## src/hsd_pkg.sv

```systemverilog
// ----------------------------------------------------------------------------
// hsd_pkg
// Shared types and constants for the streaming huffman byte decoder.
// ----------------------------------------------------------------------------
package hsd_pkg;

    localparam int Nodes      = 512;
    localparam int StackDepth = 256;
    localparam int NodeW      = $clog2(Nodes);
    localparam int SpW        = $clog2(StackDepth);
    localparam int QDepth     = 4;
    localparam int QW         = $clog2(QDepth);

    localparam logic [2:0] StSymbol = 3'd0;
    localparam logic [2:0] StDone   = 3'd1;
    localparam logic [2:0] StHeader = 3'd2;
    localparam logic [2:0] StEnd    = 3'd3;
    localparam logic [2:0] StOvf    = 3'd4;

    localparam logic OpData = 1'b0;
    localparam logic OpEnd  = 1'b1;

    typedef struct packed {
        logic       opcode;
        logic [7:0] in_byte;
    } t_in_item;

    typedef struct packed {
        logic [7:0]  out_byte;
        logic [63:0] repeat_count;
        logic [2:0]  status;
        logic        last;
    } t_out_item;

    typedef struct packed {
        logic       is_leaf;
        logic [7:0] value;
        logic [NodeW-1:0] right;
    } t_node;

    typedef enum logic [2:0] {
        PH_TREE, PH_SIZE, PH_PAYLOAD, PH_DONE, PH_FAILED
    } t_phase;

    typedef enum logic [2:0] {
        BK_IDLE, BK_READ, BK_WALK, BK_EMIT, BK_FLUSH
    } t_bk_state;

endpackage

```

## src/hsd_front.sv

```systemverilog
// ----------------------------------------------------------------------------
// hsd_front
// Input queue: takes items and holds them for the decoding back end.
// ----------------------------------------------------------------------------
module hsd_front (
    input  logic              i_clk,
    input  logic              i_rst_n,
    input  logic              i_push,
    input  hsd_pkg::t_in_item i_item,
    output logic              o_full,
    output logic              o_valid,
    output hsd_pkg::t_in_item o_item,
    input  logic              i_take
);
    hsd_pkg::t_in_item r_mem [hsd_pkg::QDepth];
    logic [hsd_pkg::QW-1:0] r_wp, r_rp;
    logic [hsd_pkg::QW:0]   r_cnt;
    logic wr, rd;

    assign o_full  = (r_cnt == (hsd_pkg::QW+1)'(hsd_pkg::QDepth));
    assign o_valid = (r_cnt != '0);
    assign o_item  = r_mem[r_rp];
    assign wr = i_push && !o_full;
    assign rd = i_take && o_valid;

    always_ff @(posedge i_clk) begin
        if (wr) begin
            r_mem[r_wp] <= i_item;
        end
        if (!i_rst_n) begin
            r_wp <= '0;
            r_rp <= '0;
            r_cnt <= '0;
        end else begin
            if (wr) r_wp <= r_wp + 1'b1;
            if (rd) r_rp <= r_rp + 1'b1;
            r_cnt <= r_cnt + (hsd_pkg::QW+1)'(wr) - (hsd_pkg::QW+1)'(rd);
        end
    end

    a_cnt_range: assert property (@(posedge i_clk) disable iff (!i_rst_n)
        r_cnt <= (hsd_pkg::QW+1)'(hsd_pkg::QDepth))
        else $error("queue count out of range");
    a_no_wr_full: assert property (@(posedge i_clk) disable iff (!i_rst_n)
        o_full |=> r_cnt >= (hsd_pkg::QW+1)'(hsd_pkg::QDepth - 1))
        else $error("count dropped too fast");
    a_take_valid: assert property (@(posedge i_clk) disable iff (!i_rst_n)
        (r_cnt == '0) |=> r_cnt <= 1)
        else $error("count grew too fast");
endmodule

```

## config.mk

```make
export PLATFORM = sky130hd
export DESIGN_NAME = hsd_front
export DESIGN_NICKNAME = d
export VERILOG_FILES = /design/src/hsd_pkg.sv /design/src/hsd_front.sv
export SDC_FILE = /design/constraint.sdc
export NUM_CORES = 1
export LEC_CHECK = 0
export ABC_CLOCK_PERIOD_IN_PS = 5400
export BUFFER_PORTS_ARGS = -buffer_cell sky130_fd_sc_hd__buf_2
export CAP_MARGIN = 0
export CORE_MARGIN = 8
export CORE_UTILIZATION = 55
export CTS_CLUSTER_DIAMETER = 50
export DETAILED_ROUTE_END_ITERATION = 16
export GPL_TIMING_DRIVEN = 0
export PLACE_DENSITY = 0.77
export SLEW_MARGIN = 10
export SYNTH_ARGS = -nofsm -noshare
export SYNTH_HDL_FRONTEND = slang
export SYNTH_SLANG_ARGS = --single-unit
```

## constraint.sdc

```tcl
create_clock -name i_clk -period 5.4 [get_ports i_clk]
set_clock_uncertainty 0.2 [all_clocks]
set_input_delay 0 -clock i_clk [delete_from_list [all_inputs] [get_ports i_clk]]
set_output_delay 0 -clock i_clk [all_outputs]
set_load 0.01 [all_outputs]
```

==> results of run 1 <==
==> report_power, final <==
part / internal [mW] / switching, mW
Sequential: 0.426 / 0.0280
Combinational: 0.136 / 0.120
Clock: 0.0959 / 0.0999
Total: 0.657 / 0.248
==> worst max-delay path, stage by stage (launching register included) <==
cell and delay, ns:
dfxtp_1 0.50, nor3b_2 0.10, nor2b_1 0.15, buf_6 0.14, inv_1 0.04, ha_1 0.27, inv_1 0.05, ha_1 0.13
inv_1 0.05, fa_1 0.38, xnor2_1 0.15, xnor2_1 0.12, and2_1 0.15
==> area by class of cell <==
type                       instances  area (sq um)
buffer                             4          23.8
clock buffer                       5          37.5
clock inverter                     3          41.3
fill                             221           935
inverter                           5          18.8
multi-input combinational         41           475
sequential                        45          1260
tap                               44          55.1
timing repair buffer              34           230
==> metal layers <==
layer	share of wire	GRT usage
met2	0.50	0.185
met5	0	0
met1	0.42	0.125
met4	0.014	0.0533
met3	0.072	0.0440
==> sequential cells by signal, summed over array words and instances, names as in the netlist, named ones only <==
name	count
r_mem	36
r_cnt	3
r_rp	2
r_wp	2
==> final timing paths <==
kind                   from     endpoint  slack (ns)  cells past startpoint
setup / recovery   r_cnt[1]     r_cnt[2]        2.89                     12
hold / removal    i_item[3]  r_mem[2][3]        0.20                      2
setup reg to reg   r_cnt[1]     r_cnt[2]        2.89                     12
hold reg to reg     r_wp[1]      r_wp[1]        0.32                      2
==> cell families (layout without fill, tap and decap cells) <==
kind of cell	count (synthesis)	count (layout)	share of synthesized area
AO/OA/AOI/OAI	2	2	0.0105
XOR/XNOR	4	4	0.0197
buffers and inverters	9	51	0.0239
flip-flops	45	45	0.709
AND/OR/NAND/NOR	17	17	0.0584
multiplexers	11	11	0.125
adder cells (fa/ha/maj)	7	7	0.0534
==> placed cells by master (no fill, tap or decap), types with 2 or more instances in the layout <==
| master | n |
|---|---|
| inv_1 | 5 |
| dfxtp_1 | 9 |
| edfxtp_1 | 36 |
| nor2b_1 | 4 |
| and2_1 | 7 |
| mux2i_1 | 2 |
| dlygate4sd3_1 | 12 |
| xnor2_1 | 4 |
| clkbuf_1 | 2 |
| nand2_1 | 4 |
| clkbuf_4 | 5 |
| ha_1 | 6 |
| buf_2 | 23 |
| mux4_2 | 9 |
==> metrics by stage <==
step	hold slack [ns]	instance area (sq um)	power (mW)
2_1_floorplan	-0.101	1780	0.639
4_1_cts	0.186	2140	0.917
3_3_place_gp	0.00997	1940	0.706
5_1_grt	0.188	2140	0.959
3_5_place_dp	0.0238	1940	0.719
6_report	0.197	2140	0.905
==> what timing repair did <==
item                      CTS  global route
hold buffers               12             0
gates resized for setup     0             0
hold endpoints to repair   45             0
==> metrics.txt, run 1 <==
total number of vias=912; vertical extent of the die=72.9 um; DRC=0; post-synthesis async set-or-reset flop share=0; Worst-path clk slew=0.13 ns; minimum setup slack after placement=2.90 ns; total routed wirelength=2760 um; instance count after placement with tap cells included=161; Initial Util=0.578; synthesized netlist net count=115; leading register cell type out of synthesis=edfxtp_1; Final Setup Violations=0; Layout Cells excl Fill=181; setup repair after global routing missed its margin=no; number of diodes=0; Core ar.=3080 sq um; number of failing hold endpoints at the final stage=0; input/output buffers=22; Power Dens Cells=422 nW/um^2; Layout Area Growth over Synthesis=20.5%; chip width=72.9 um; number of setup buffers added after CTS=0; highest clock frequency the design can meet=0.399 GHz; vias in the first global route=922; Iter 0 DRT Violations=45; Area contributors post-synth=edfxtp_1 61%, mux4_2 11%, dfxtp_1 10%; I/O Pins=24; Setup Total Neg Slack=0 ns; Yosys warning total=0; endpoint class of the critical path=flop; Root Buffer Master=clkbuf_4; post-detail-place hpwl=1890 um; Data arrival, critical path=2.56 ns; count of pins over their slew limit=0; transition time at the pin with the least slew margin=0.573 ns; routed len/inst=15.3 um; number of antenna violations at the first check in global routing=0; gpl congestion=0.769; overall overflow remaining after global route=0; maximum fanout along the worst path=7; number of instances in the synthesized netlist=95; Synth area leader=edfxtp_1; number of distinct library cell variants in the gate-level netlist after synthesis=18; most frequent cell after synthesis=edfxtp_1; relative max-transition margin=0.618; CTS tree=done; Rows=20; global-route total usage across every layer=0.113; critical path startpoint category=flop; class of the tightest hold or removal check=in2reg; data required time of the critical path=5.45 ns; area fraction of the dominant cell type after synthesis=0.608; run status=finished clean; Syn Area/Cell=18.7 sq um; count of flip-flops with a built-in enable after synthesis=36; sequential cell area fraction in the yosys report=0.709; source-to-sink clock delay at the later pin of the worst-skew pair=0.34 ns; maximum clock path buffer count=2; Leakage=0.778 nW; Vias per Instance=5.04; post-layout minimum cycle time=2.51 ns; post-route fraction of the period consumed by the critical path=0.464; CTS sink count=45; number of nets in the finished design=156; flop and latch count out of synthesis=45; die area=5310 sq um; netlist area before placement=1780 sq um; commonest cells in the netlist=36 x edfxtp_1, 9 x dfxtp_1, 9 x mux4_2, 7 x and2_1, 6 x ha_1; first-pass GRT wire length=4350 um; largest net degree at the start of global routing=15; smallest setup slack after layout=2.89 ns; Layout Utilization=0.696; 1st-pass router iterations=4; number of nets still failing antenna checks after routing=0; Worst VDD drop=211 uV; level count of the clock H-tree=2; number of buffers created by CTS=5; Setup CP Type=reg2reg; fraction of layout instances using a drive strength above 1=0.314; reported max-cap violation count=0
Power figures use the tool's default switching activity.
==> inputs of run 2 (changes only) <==
- ABC_CLOCK_PERIOD_IN_PS: 5400 -> 2300
- CORE_UTILIZATION: 55 -> 50
- PLACE_DENSITY: 0.77 -> 0.74
- clock period: 5.4 -> 2.3 ns (I/O delays scaled with it)
==> run 2 against run 1 <==
Via count is 1.1% higher; clock-buffer cell count stayed put; non-clock buffer count is 3 higher; highest routed layer unchanged; design area is 4.6% higher; clock power is 140% higher; power grew to 2.5 times the previous value; maximum frequency is 9.1% higher; largest cell class unchanged; critical path depth is 2 lower; the run now ends with negative hold slack left; wire length is 6.4% higher; largest power group unchanged; critical endpoint unchanged.
==> metrics.txt, run 2 (same netlist as run 1, synthesis figures left out) <==
Worst-path clk slew=0.12 ns; Vias per Instance=4.96; Setup Total Neg Slack=0 ns; count of pins over their slew limit=0; fraction of layout instances using a drive strength above 1=0.421; minimum setup slack after placement=-0.121 ns; maximum clock path buffer count=2; most frequent cells in the layout=36 x edfxtp_1, 23 x buf_2, 11 x dlygate4sd3_1; gpl congestion=0.686; beginning of the worst register-to-register path=r_cnt[2]; CTS sink count=45; Worst Hold Depth=5; Setup CP Type=reg2reg; number of buffers created by CTS=5; Power Dens Cells=1020 nW/um^2; chip width=75.7 um; class of the tightest hold or removal check=in2reg; Rows=21; Layout Area Growth over Synthesis=26.0%; failing checks=negative hold slack; Initial Util=0.525; global-route total usage across every layer=0.119; Iter 0 DRT Violations=30; DRC=0; Leakage=0.804 nW; routed len/inst=15.8 um; final total power=2.30 mW; Hold Path End=r_wp[0]; leading registers by flop count=r_mem: 36 flops, r_cnt: 3 flops; I/O Pins=24; relative max-transition margin=0.629; run status=finished, violations left; smallest setup slack after layout=0.00454 ns; Final Setup Violations=0; highest clock frequency the design can meet=0.436 GHz; post-layout minimum cycle time=2.30 ns; endpoint class of the critical path=flop; r2r worst-path depth=10; critical path startpoint category=flop; most frequent standard cell in the layout excluding fill and tap cells=edfxtp_1; die area=5720 sq um; number of diodes=0; largest net degree at the start of global routing=16; total routed wirelength=2940 um; register-to-register setup slack=0.005 ns; vertical extent of the die=75.7 um; Data arrival, critical path=2.35 ns; Layout Cells excl Fill=186; number of failing hold endpoints at the final stage=1; vias in the first global route=997; transition time at the pin with the least slew margin=0.557 ns; post-route fraction of the period consumed by the critical path=0.998; critical register-to-register path endpoint=r_cnt[2]; maximum fanout along the worst path=4; max FFs per register=36; overall overflow remaining after global route=0; top register by number of flip-flops=r_mem; number of nets in the finished design=159; HP Start=i_push; level count of the clock H-tree=2; data required time of the critical path=2.36 ns; input/output buffers=22; source-to-sink clock delay at the later pin of the worst-skew pair=0.35 ns; reported max-cap violation count=0; Core ar.=3390 sq um; tightest hold margin=-0.00394 ns; setup repair after global routing missed its margin=yes; number of antenna violations at the first check in global routing=0; fillcell total=247; number of nets still failing antenna checks after routing=0; post-detail-place hpwl=2010 um; 1st-pass router iterations=4; instance count after placement with tap cells included=163; Root Buffer Master=clkbuf_4; CTS tree=done; Worst VDD drop=534 uV; first-pass GRT wire length=4770 um; total number of vias=922
-- run 2: changes by cell type in the layout (fill, tap and decap cells not counted), sizes merged --
cell	before	now
buf	24	28
dlygate4sd3	12	11
-- run 2: worst max-delay path by stage --
stage / startpoint / slack, ns / to
6_report: r_cnt[2] / 0.005 / r_cnt[2]
5_1_grt: r_cnt[2] / -0.05 / r_cnt[2]
4_1_cts: r_cnt[1] / -0.01 / r_cnt[2]
3_5_place_dp: r_cnt[2] / -0.12 / r_cnt[2]
3_3_place_gp: r_cnt[2] / -0.04 / r_cnt[2]
2_1_floorplan: r_cnt[1] / 0.01 / r_cnt[2]
-- run 2: power breakdown --
| group | leakage (nW) | internal (mW) | switching, mW |
|---|---|---|---|
| clock | 0.0414 | 0.230 | 0.241 |
| combinational | 0.357 | 0.405 | 0.336 |
| sequential | 0.406 | 1.01 | 0.0707 |
| total | 0.804 | 1.65 | 0.648 |
-- run 2: worst max-delay path, stage by stage, from the launching register on --
cell,delay (ns)
dfxtp_4,0.37
buf_6,0.12
o31a_4,0.29
ha_4,0.25
inv_4,0.06
ha_4,0.11
inv_2,0.03
fa_2,0.35
xnor2_2,0.15
xnor2_1,0.12
and2_1,0.15
-- run 2: layout make-up --
| class | count | area [sq um] | share of cell area |
|---|---|---|---|
| tap | 46 | 57.6 | 0.0257 |
| multi-input combinational | 41 | 527 | 0.235 |
| clock buffer | 5 | 37.5 | 0.0167 |
| buffer | 4 | 23.8 | 0.0106 |
| inverter | 5 | 23.8 | 0.0106 |
| timing repair buffer | 37 | 254 | 0.113 |
| sequential | 45 | 1270 | 0.568 |
| clock inverter | 3 | 46.3 | 0.0206 |
-- run 2: timing repair --
item                                   in CTS  in global routing
hold buffers                               11                  0
setup endpoints to repair                   1                  1
resized for setup                          13                  2
endpoints found under the hold margin      45                  0
pin swaps                                   5                  2
setup buffers                               3                  1
gates cloned                                0                  0
-- run 2: metal layers --
metal / vias to the layer above / track usage / share of wire
met5: - / 0 / 0
met4: 0 / 0.0384 / 0.012
met3: 6 / 0.0447 / 0.060
met2: 20 / 0.213 / 0.56
met1: 453 / 0.126 / 0.37
li1: 443 / - / -
-- run 2: per-stage QoR --
| stage | utilization | cell area [sq um] |
|---|---|---|
| 6_report | 0.661 | 2240 |
| 3_3_place_gp | 0.578 | 1960 |
| 2_1_floorplan | - | 1790 |
| 4_1_cts | 0.658 | 2230 |
| 5_1_grt | 0.661 | 2240 |
| 3_5_place_dp | 0.578 | 1960 |
